## src/hdl/ppd_pkg.sv

```systemverilog
// ppd_pkg: shared types and constants for the PPM pulse-train decoder.
// No dependencies.

package ppd_pkg;

    localparam int unsigned WIDTH_BITS   = 16;
    localparam int unsigned CHAN_BITS    = 4;
    localparam int unsigned LIVE_COUNT   = 4;
    localparam int unsigned LIVE_BITS    = 2;
    localparam logic [LIVE_COUNT-1:0] LIVE_FULL = 4'hF;

    localparam logic [WIDTH_BITS-1:0] RST_FAILSAFE_THRESHOLD = 16'd950;
    localparam logic [WIDTH_BITS-1:0] RST_SYNC_GAP           = 16'd2700;
    localparam logic [WIDTH_BITS-1:0] RST_MIN_PULSE          = 16'd750;
    localparam logic [WIDTH_BITS-1:0] RST_MAX_PULSE          = 16'd2250;

    typedef enum logic [1:0] {
        REG_FAILSAFE_THRESHOLD = 2'd0,
        REG_SYNC_GAP           = 2'd1,
        REG_MIN_PULSE          = 2'd2,
        REG_MAX_PULSE          = 2'd3
    } reg_index_t;

    typedef struct packed {
        logic [WIDTH_BITS-1:0] failsafe_threshold;
        logic [WIDTH_BITS-1:0] sync_gap;
        logic [WIDTH_BITS-1:0] min_pulse;
        logic [WIDTH_BITS-1:0] max_pulse;
    } cfg_t;

    typedef struct packed {
        logic [WIDTH_BITS-1:0] pulse_width;
        logic                  channel_valid;
        logic [CHAN_BITS-1:0]  channel_index;
        logic                  frame_sync;
        logic                  link_good;
    } result_t;

endpackage

```

## src/hdl/ppd_step.sv

```systemverilog
// ppd_step: decoder state (previous edge, channel index, live mask) and the
// combinational classification of one edge. Depends on ppd_pkg.

module ppd_step #(
    parameter int unsigned NUM_CHANNELS = 12
) (
    input  logic                              clk,
    input  logic                              rst_n,
    input  logic                              advance,
    input  logic [ppd_pkg::WIDTH_BITS-1:0]    edge_time,
    input  ppd_pkg::cfg_t                     cfg,
    output ppd_pkg::result_t                  result
);

    localparam logic [ppd_pkg::CHAN_BITS-1:0] NumCh = ppd_pkg::CHAN_BITS'(NUM_CHANNELS);

    logic [ppd_pkg::WIDTH_BITS-1:0] prev_edge_reg;
    logic [ppd_pkg::WIDTH_BITS-1:0] prev_edge_next;
    logic [ppd_pkg::CHAN_BITS-1:0]  next_chan_reg;
    logic [ppd_pkg::CHAN_BITS-1:0]  next_chan_next;
    logic [ppd_pkg::LIVE_COUNT-1:0] live_mask_reg;
    logic [ppd_pkg::LIVE_COUNT-1:0] live_mask_next;

    logic [ppd_pkg::WIDTH_BITS-1:0] width;
    logic                           is_sync;
    logic                           in_bounds;
    logic                           chan_free;
    logic                           store;
    logic [ppd_pkg::LIVE_COUNT-1:0] live_set;
    logic [ppd_pkg::LIVE_COUNT-1:0] live_upd;

    always_comb
    begin
        width     = edge_time - prev_edge_reg;
        is_sync   = width > cfg.sync_gap;
        in_bounds = (width > cfg.min_pulse) && (width < cfg.max_pulse);
        chan_free = next_chan_reg < NumCh;
        store     = !is_sync && in_bounds && chan_free;

        live_set = '0;
        if (next_chan_reg < ppd_pkg::CHAN_BITS'(ppd_pkg::LIVE_COUNT)
            && width > cfg.failsafe_threshold)
        begin
            live_set[next_chan_reg[ppd_pkg::LIVE_BITS-1:0]] = 1'b1;
        end
        live_upd = live_mask_reg | live_set;

        result.pulse_width   = width;
        result.channel_valid = store;
        result.channel_index = store ? next_chan_reg : '0;
        result.frame_sync    = is_sync;
        result.link_good     = store && (live_upd == ppd_pkg::LIVE_FULL);

        prev_edge_next = edge_time;
        next_chan_next = next_chan_reg;
        live_mask_next = live_mask_reg;
        if (is_sync)
        begin
            next_chan_next = '0;
        end
        else if (chan_free)
        begin
            next_chan_next = next_chan_reg + 1'b1;
        end
        if (store)
        begin
            live_mask_next = (live_upd == ppd_pkg::LIVE_FULL) ? '0 : live_upd;
        end
    end

    always_ff @(posedge clk or negedge rst_n)
    begin
        if (!rst_n)
        begin
            prev_edge_reg <= '0;
            next_chan_reg <= '0;
            live_mask_reg <= '0;
        end
        else if (advance)
        begin
            prev_edge_reg <= prev_edge_next;
            next_chan_reg <= next_chan_next;
            live_mask_reg <= live_mask_next;
        end
    end

endmodule

```

## src/hdl/ppd_out_reg.sv

```systemverilog
// ppd_out_reg: result register between the decode logic and the output channel.
// Depends on ppd_pkg.

module ppd_out_reg (
    input  logic              clk,
    input  logic              rst_n,
    input  logic              load_valid,
    output logic              load_ready,
    input  ppd_pkg::result_t  load_data,
    output logic              out_valid,
    input  logic              out_ready,
    output ppd_pkg::result_t  out_data
);

    logic             valid_reg;
    logic             valid_next;
    ppd_pkg::result_t data_reg;

    assign load_ready = !valid_reg || out_ready;
    assign valid_next = load_valid || (valid_reg && !out_ready);
    assign out_valid  = valid_reg;
    assign out_data   = data_reg;

    always_ff @(posedge clk or negedge rst_n)
    begin
        if (!rst_n)
        begin
            valid_reg <= 1'b0;
        end
        else if (load_ready)
        begin
            valid_reg <= valid_next;
        end
    end

    always_ff @(posedge clk)
    begin
        if (load_valid && load_ready)
        begin
            data_reg <= load_data;
        end
    end

endmodule

```

## src/hdl/ppm_pulse_train_decoder.sv

```systemverilog
// ppm_pulse_train_decoder: top level; configuration registers, input register,
// decode step and result register. Depends on ppd_pkg, ppd_step, ppd_out_reg.
//
// Usage:
//   Input channel (in_valid/in_ready, edge_time) takes one PPM edge timestamp
//   per item. Output channel (out_valid/out_ready) gives exactly one result per
//   item: pulse width, channel value flag and index, frame sync, link good.
//   Configuration: cfg_we, cfg_index, cfg_data write one register per cycle;
//   write only while no item is in flight.
//   Path: an accepted item waits in the input register, then its result is
//   loaded into the result register and presented.
//   Throughput: one item per cycle while out_ready is high; the decode loop on
//   channel index and live mask is combinational between the two registers.
//   Stall: with out_ready low the result register holds and one more item
//   is taken into the input register; in_ready then drops until out_ready.
//   Reset: registers return to their defaults (950, 2700, 750, 2250), the
//   previous edge time, channel index and live mask clear, no results pending.

module ppm_pulse_train_decoder #(
    parameter int unsigned NUM_CHANNELS = 12
) (
    input  logic                              clk,
    input  logic                              rst_n,
    input  logic                              in_valid,
    output logic                              in_ready,
    input  logic [ppd_pkg::WIDTH_BITS-1:0]    edge_time,
    output logic                              out_valid,
    input  logic                              out_ready,
    output logic [ppd_pkg::WIDTH_BITS-1:0]    pulse_width,
    output logic                              channel_valid,
    output logic [ppd_pkg::CHAN_BITS-1:0]     channel_index,
    output logic                              frame_sync,
    output logic                              link_good,
    input  logic                              cfg_we,
    input  logic [1:0]                        cfg_index,
    input  logic [ppd_pkg::WIDTH_BITS-1:0]    cfg_data
);

    ppd_pkg::cfg_t                  cfg_reg;
    logic                           s1_valid_reg;
    logic [ppd_pkg::WIDTH_BITS-1:0] s1_edge_reg;
    logic                           s1_ready;
    logic                           s1_advance;
    ppd_pkg::result_t               step_result;
    ppd_pkg::result_t               out_data;

    always_ff @(posedge clk or negedge rst_n)
    begin
        if (!rst_n)
        begin
            cfg_reg.failsafe_threshold <= ppd_pkg::RST_FAILSAFE_THRESHOLD;
            cfg_reg.sync_gap           <= ppd_pkg::RST_SYNC_GAP;
            cfg_reg.min_pulse          <= ppd_pkg::RST_MIN_PULSE;
            cfg_reg.max_pulse          <= ppd_pkg::RST_MAX_PULSE;
        end
        else if (cfg_we)
        begin
            case (ppd_pkg::reg_index_t'(cfg_index))
                ppd_pkg::REG_FAILSAFE_THRESHOLD: cfg_reg.failsafe_threshold <= cfg_data;
                ppd_pkg::REG_SYNC_GAP:           cfg_reg.sync_gap           <= cfg_data;
                ppd_pkg::REG_MIN_PULSE:          cfg_reg.min_pulse          <= cfg_data;
                ppd_pkg::REG_MAX_PULSE:          cfg_reg.max_pulse          <= cfg_data;
                default: ;
            endcase
        end
    end

    assign s1_advance = s1_valid_reg && s1_ready;
    assign in_ready   = !s1_valid_reg || s1_ready;

    always_ff @(posedge clk or negedge rst_n)
    begin
        if (!rst_n)
        begin
            s1_valid_reg <= 1'b0;
        end
        else if (in_ready)
        begin
            s1_valid_reg <= in_valid;
        end
    end

    always_ff @(posedge clk)
    begin
        if (in_valid && in_ready)
        begin
            s1_edge_reg <= edge_time;
        end
    end

    ppd_step #(
        .NUM_CHANNELS (NUM_CHANNELS)
    ) u_step (
        .clk       (clk),
        .rst_n     (rst_n),
        .advance   (s1_advance),
        .edge_time (s1_edge_reg),
        .cfg       (cfg_reg),
        .result    (step_result)
    );

    ppd_out_reg u_out_reg (
        .clk        (clk),
        .rst_n      (rst_n),
        .load_valid (s1_valid_reg),
        .load_ready (s1_ready),
        .load_data  (step_result),
        .out_valid  (out_valid),
        .out_ready  (out_ready),
        .out_data   (out_data)
    );

    assign pulse_width   = out_data.pulse_width;
    assign channel_valid = out_data.channel_valid;
    assign channel_index = out_data.channel_index;
    assign frame_sync    = out_data.frame_sync;
    assign link_good     = out_data.link_good;

    a_good_needs_store: assert property (@(posedge clk) disable iff (!rst_n)
        (out_valid && link_good) |-> channel_valid)
        else $error("link_good without a stored channel value");

    a_sync_clears_chan: assert property (@(posedge clk) disable iff (!rst_n)
        (out_valid && frame_sync) |-> (!channel_valid && channel_index == '0))
        else $error("frame sync result carries a channel value");

    a_index_in_range: assert property (@(posedge clk) disable iff (!rst_n)
        (out_valid && channel_valid)
            |-> (channel_index < ppd_pkg::CHAN_BITS'(NUM_CHANNELS)))
        else $error("channel index beyond channel count");

    a_no_drop: assert property (@(posedge clk) disable iff (!rst_n)
        (s1_valid_reg && !s1_ready) |=> s1_valid_reg)
        else $error("pending item lost from input register");

endmodule

```

## config.mk

```make
export PLATFORM = sky130hd
export DESIGN_NAME = ppm_pulse_train_decoder
export DESIGN_NICKNAME = d
export VERILOG_FILES = /design/src/hdl/ppd_pkg.sv /design/src/hdl/ppd_step.sv /design/src/hdl/ppd_out_reg.sv /design/src/hdl/ppm_pulse_train_decoder.sv
export SDC_FILE = /design/constraint.sdc
export NUM_CORES = 1
export LEC_CHECK = 0
export ABC_CLOCK_PERIOD_IN_PS = 6600
export BUFFER_PORTS_ARGS = -buffer_cell sky130_fd_sc_hd__buf_2
export CORE_ASPECT_RATIO = 0.75
export CORE_MARGIN = 3
export CORE_UTILIZATION = 51
export DETAILED_ROUTE_END_ITERATION = 10
export GPL_ROUTABILITY_DRIVEN = 0
export PLACE_DENSITY = 0.7
export SLEW_MARGIN = 30
export SYNTH_ARGS = -nofsm -noshare
export SYNTH_HDL_FRONTEND = slang
export SYNTH_SLANG_ARGS = --single-unit
export TNS_END_PERCENT = 10
```

## constraint.sdc

```tcl
create_clock -name clk -period 6.6 [get_ports clk]
set_input_delay 0.66 -clock clk [delete_from_list [all_inputs] [get_ports clk]]
set_output_delay 0.66 -clock clk [all_outputs]
set_load 0.01 [all_outputs]
```

Yosys cells after proc, flatten, opt, wreduce, memory -nomap -nowiden
Cells that the tools add are included.

word-level totals
  register bits after elaboration = 129

operators by class
  add/sub/neg operators = 2
  magnitude comparators = 8
  equal/unequal tests = 4
  muxes and demuxes = 6
  bitwise gates (word level) = 1
  reductions and logical operators = 24

operators with widths
  operator             number
  $gt 16x16->1         3
  $lt 16x16->1         1
  $mux 4               4
  $sub 16x16->16       1
  $reduce_and 2->1     6
  $logic_and 1x1->1    9
  $add 4x1->4 const B  1
  $eq 2x2->1 const B   2
  $eq 4x4->1 const B   1
  $logic_not 1->1      4
  $lt 4x3->1 const B   1
  $lt 4x4->1 const B   1
  $or 4x4->4           1
  $logic_or 1x1->1     3
  $lt 2x3->1 const B   1
  $demux 1 s2          1
  $eq 2x1->1 const B   1
  $ge 2x1->1 const B   1
  $logic_not 2->1      1
  $reduce_bool 2->1    1
  $mux 1               1

Longest topological paths before layout
  depth after elaboration = 8
  gate-level depth with buffers = 19
  mapped depth without buffers = 18

Cells and area by module
Synthesis repeated with hierarchy kept, for this count alone.

unflattened totals
  cell total of the unflattened synthesis = 615
  area, all modules = 7104.3 um^2

by module, submodules not included
  module                   times used  cells an instance  area an instance (um^2)  seq. area each (um^2)
  ppd_step                 1           431                3388.2                   600.6
  ppm_pulse_train_decoder  1           157                2971.6                   2137.0
  ppd_out_reg              1           27                 744.5                    715.7

Least setup slack after synthesis
Ideal clock, no wire load.

  path kind = register -> register
  start point = reg s1_edge_reg[1] (netlist bit)
  end point = reg u_step.live_mask_reg[3] (netlist bit)
  arrival time = 4.553 ns
  required time = 6.514 ns
  path slack = 1.962 ns
  cell stages (with the launch flop) = 18
  path buffers = 1
  clock period less this slack = 4.638 ns
  cells stage by stage = edfxtp_1 > ha_1 > nor2b_1 > o31a_1 > o211ai_1 > a21oi_1 > o31ai_1 > nor4bb_1 > a211o_1 > ha_1 > and3_4 > and3_4 > a221oi_2 > a31oi_2 > or4_1 > buf_2 > or4b_1 > a32oi_1

RTL lines
  element                 line                           text
  start, declared         ppm_pulse_train_decoder.sv:41  logic [ppd_pkg::WIDTH_BITS-1:0] s1_edge_reg;
  start signal, assigned  ppm_pulse_train_decoder.sv:87  s1_edge_reg <= edge_time;
  end signal, assigned    ppd_step.sv:83                 live_mask_reg <= live_mask_next;
  end, declared           ppd_step.sv:21                 logic [ppd_pkg::LIVE_COUNT-1:0] live_mask_reg;

==> flow_metrics.py <==
metrics = {
    "setup_path": {
        "r2r_slack_ns": 1.25,
        "cp_num_buf_inv": 0,
        "path_delay_family": "compound AO/OA/AOI/OAI gates",
        "path_cells": "ha_1, nor2b_1, o31a_1, o211ai_1, a21oi_1, o31ai_1, nor4bb_1, a211o_1, ha_1, and3_4, and3_4, a221oi_2, a31oi_2, or4_1, or4b_1, a32oi_1",
        "critical_path.startpoint_type": "flop",
        "crit_required_ns": 6.93,
        "cp.arrival_ns": 5.68,
        "r2r_start": "s1_edge_reg[1]",
        "crit_path_end_kind": "flop",
        "r2r-end": "u_step.live_mask_reg[3]",
        "critical_path.max_fanout": 8,
        "max_stage_delay_ns": 0.73,
        "rr_worst_depth": 16,
        "criticalPathCategory": "flop to flop",
        "cp_slowest_cell": "or4_1",
    },
    "clock_tree": {
        "numCtsBuffers": 17,
        "cts_root_buffer": "clkbuf_16",
        "clkTransAtPathRegs_ns": 0.06,
        "clock_sinks": 129,
        "cts_resized": 0,
        "cts_htree_levels": 4,
        "clkLatencyLatePin_ns": 0.41,
        "cts_buffer_depth": 2,
        "ctsHoldBuffers": 0,
        "post_cts_buffers": 0,
        "cts_tree": "yes",
    },
    "detailed_routing": {
        "drc": 0,
        "ant_nets": 0,
        "routed_wl_um": 15700,
        "drt-vias-per-instance": 5.59,
        "vias": 5006,
        "wl_per_cell_um": 17.6,
        "initialDrtViolationCount": 333,
        "firstDrtPassIters": 5,
    },
    "global_routing": {
        "grtUsageTotal": 0.220,
        "grt_pass1_vias": 5146,
        "antenna_found_initial": 0,
        "grt_first_pass_wirelength_um": 26100,
        "grt_max_degree": 53,
        "overflow": 0,
    },
    "synthesis": {
        "synthArstFlopShare": 0.698,
        "synth_top_area_share": 0.234,
        "yosysWarnings": 0,
        "ys_seq_elements": 129,
        "yosysSeqAreaShare": 0.490,
        "synth_top_area_cell": "dfrtp_1",
        "syn_nets": 758,
        "synth_cells": 636,
        "synth_edf_count": 39,
        "synth.cell_area_mm2": 0.00705,
        "synth_area_leaders": "dfrtp_1 (23%), edfxtp_1 (17%), ha_1 (15%)",
        "ys_types": 56,
        "syn_area_per_cell_um2": 11.1,
        "synth-main-ff-cell": "dfrtp_1",
    },
    "layout": {
        "multi_input_area_mm2": 0.00326,
        "nets": 833,
        "drive_gt1_frac": 0.251,
        "regArea_mm2": 0.00345,
        "utilization": 0.620,
        "largest_reg_flops": 64,
        "n_antenna_cell": 0,
        "final_cell_mix": "inv_1 (82), ha_1 (82), dfrtp_1 (66)",
        "fillCellCount": 1090,
        "areaGrowthSynthToFinish_pct": 16.4,
        "fin_cells": 895,
    },
    "timing": {
        "finalSetupTns_ns": 0,
        "rsz0062_at_grt": "false",
        "finalCriticalPeriod_ns": 5.35,
        "tightestPinTransition_ns": 0.959,
        "setup_viol": 0,
        "slew_headroom": 0.359,
        "slew_viol_final": 0,
        "fmax_mhz": 187,
        "finalHoldWorstSlack_ns": 0.211,
        "finClkSkew_ns": 0.00988,
        "period_share": 0.811,
        "hold_violations": 0,
    },
    "place": {
        "dpl.hpwl_um": 11400,
        "dp.cells": 862,
        "port_buffers": 63,
    },
    "power_and_ir_drop": {
        "power_mw": 3.15,
        "total_leakage_power_nw": 3.77,
        "p_per_area_mw_per_mm2": 384,
        "peakVddDrop_uv": 231,
    },
    "job": {
        "drv_cap": 0,
    },
    "floorplan": {
        "die_w_um": 142,
        "start_util": 0.533,
        "die_y_um": 108,
        "core_area_mm2": 0.0132,
        "io_pins": 64,
        "row_count": 36,
        "die_area_mm2": 0.0153,
    },
    "status": {
        "status": "complete, no violations",
    },
    "hold_path": {
        "hold_class": "primary input to asynchronous set/reset pin",
    },
}
-- cell families after synthesis --
family | Yosys count | synth area share
AND/OR/NAND/NOR | 141 | 0.102
flip-flops | 129 | 0.490
XOR/XNOR | 12 | 0.0149
AO/OA/AOI/OAI | 126 | 0.113
buffers and inverters | 94 | 0.0502
multiplexers | 51 | 0.0813
adder cells (fa/ha/maj) | 83 | 0.148
-- synth_stat cells (4+ instances only) --
cell type and count:
mux2_2 50, a21oi_1 36, nand2b_1 8, nor4b_1 5
edfxtp_1 39, a21o_1 9, nand3b_1 4, o21ai_0 43
clkbuf_1 10, dfrtp_1 66, nor2b_1 4, xnor2_1 9
nand4_1 11, dfstp_2 24, nand3_1 13, nor3_1 7
nor2_1 16, o211ai_1 6, ha_1 82, nand2_1 56
inv_1 83, a211oi_1 7
-- power by group --
group / internal, mW / switching [mW] / total [mW]
Sequential: 1.01 / 0.0724 / 1.08
Combinational: 0.441 / 0.645 / 1.09
Clock: 0.630 / 0.355 / 0.985
Total: 2.08 / 1.07 / 3.15
-- layout make-up --
type,count,area share
clock buffer,17,0.0518
clock inverter,15,0.0233
inverter,83,0.0379
multi-input combinational,413,0.397
sequential,129,0.421
tap,171,0.0261
timing repair buffer,67,0.0433
-- per-layer routing --
metal / wire length, um / GRT usage / part of all wire / up-vias
li1: - / - / - / 2421
met1: 7280 / 0.302 / 0.46 / 2427
met2: 7320 / 0.348 / 0.47 / 129
met3: 831 / 0.0493 / 0.053 / 29
met4: 278 / 0.0692 / 0.018 / 0
met5: 0 / 0 / 0 / -
-- stage by stage --
stage               cell area, um^2  setup slack (ns)
floorplan                      7050              1.96
global placement               7570              1.55
detailed placement             7570              1.39
CTS                            8190              1.30
global route                   8210             0.955
finish                         8210              1.25
-- worst max path at each step --
stage	startpoint	endpoint	slack, ns	depth (start not counted)
4_1_cts	s1_edge_reg[1]	u_step.live_mask_reg[3]	1.30	16
3_5_place_dp	s1_edge_reg[0]	u_step.live_mask_reg[3]	1.39	18
5_1_grt	s1_edge_reg[0]	u_step.live_mask_reg[3]	0.95	18
2_1_floorplan	s1_edge_reg[1]	u_step.live_mask_reg[3]	1.96	17
6_report	s1_edge_reg[1]	u_step.live_mask_reg[3]	1.25	16
3_3_place_gp	u_step.prev_edge_reg[0]	u_step.live_mask_reg[3]	1.55	17
-- worst reg2reg max path, stage by stage, from the launching register on --
cell      delay (ns)
edfxtp_1        0.41
ha_1            0.30
nor2b_1         0.14
o31a_1          0.29
o211ai_1        0.24
a21oi_1         0.15
o31ai_1         0.68
nor4bb_1        0.14
a211o_1         0.36
ha_1            0.32
and3_4          0.19
and3_4          0.16
a221oi_2        0.24
a31oi_2         0.21
or4_1           0.73
or4b_1          0.55
a32oi_1         0.15
No activity file was read; power rests on OpenSTA's default activity.
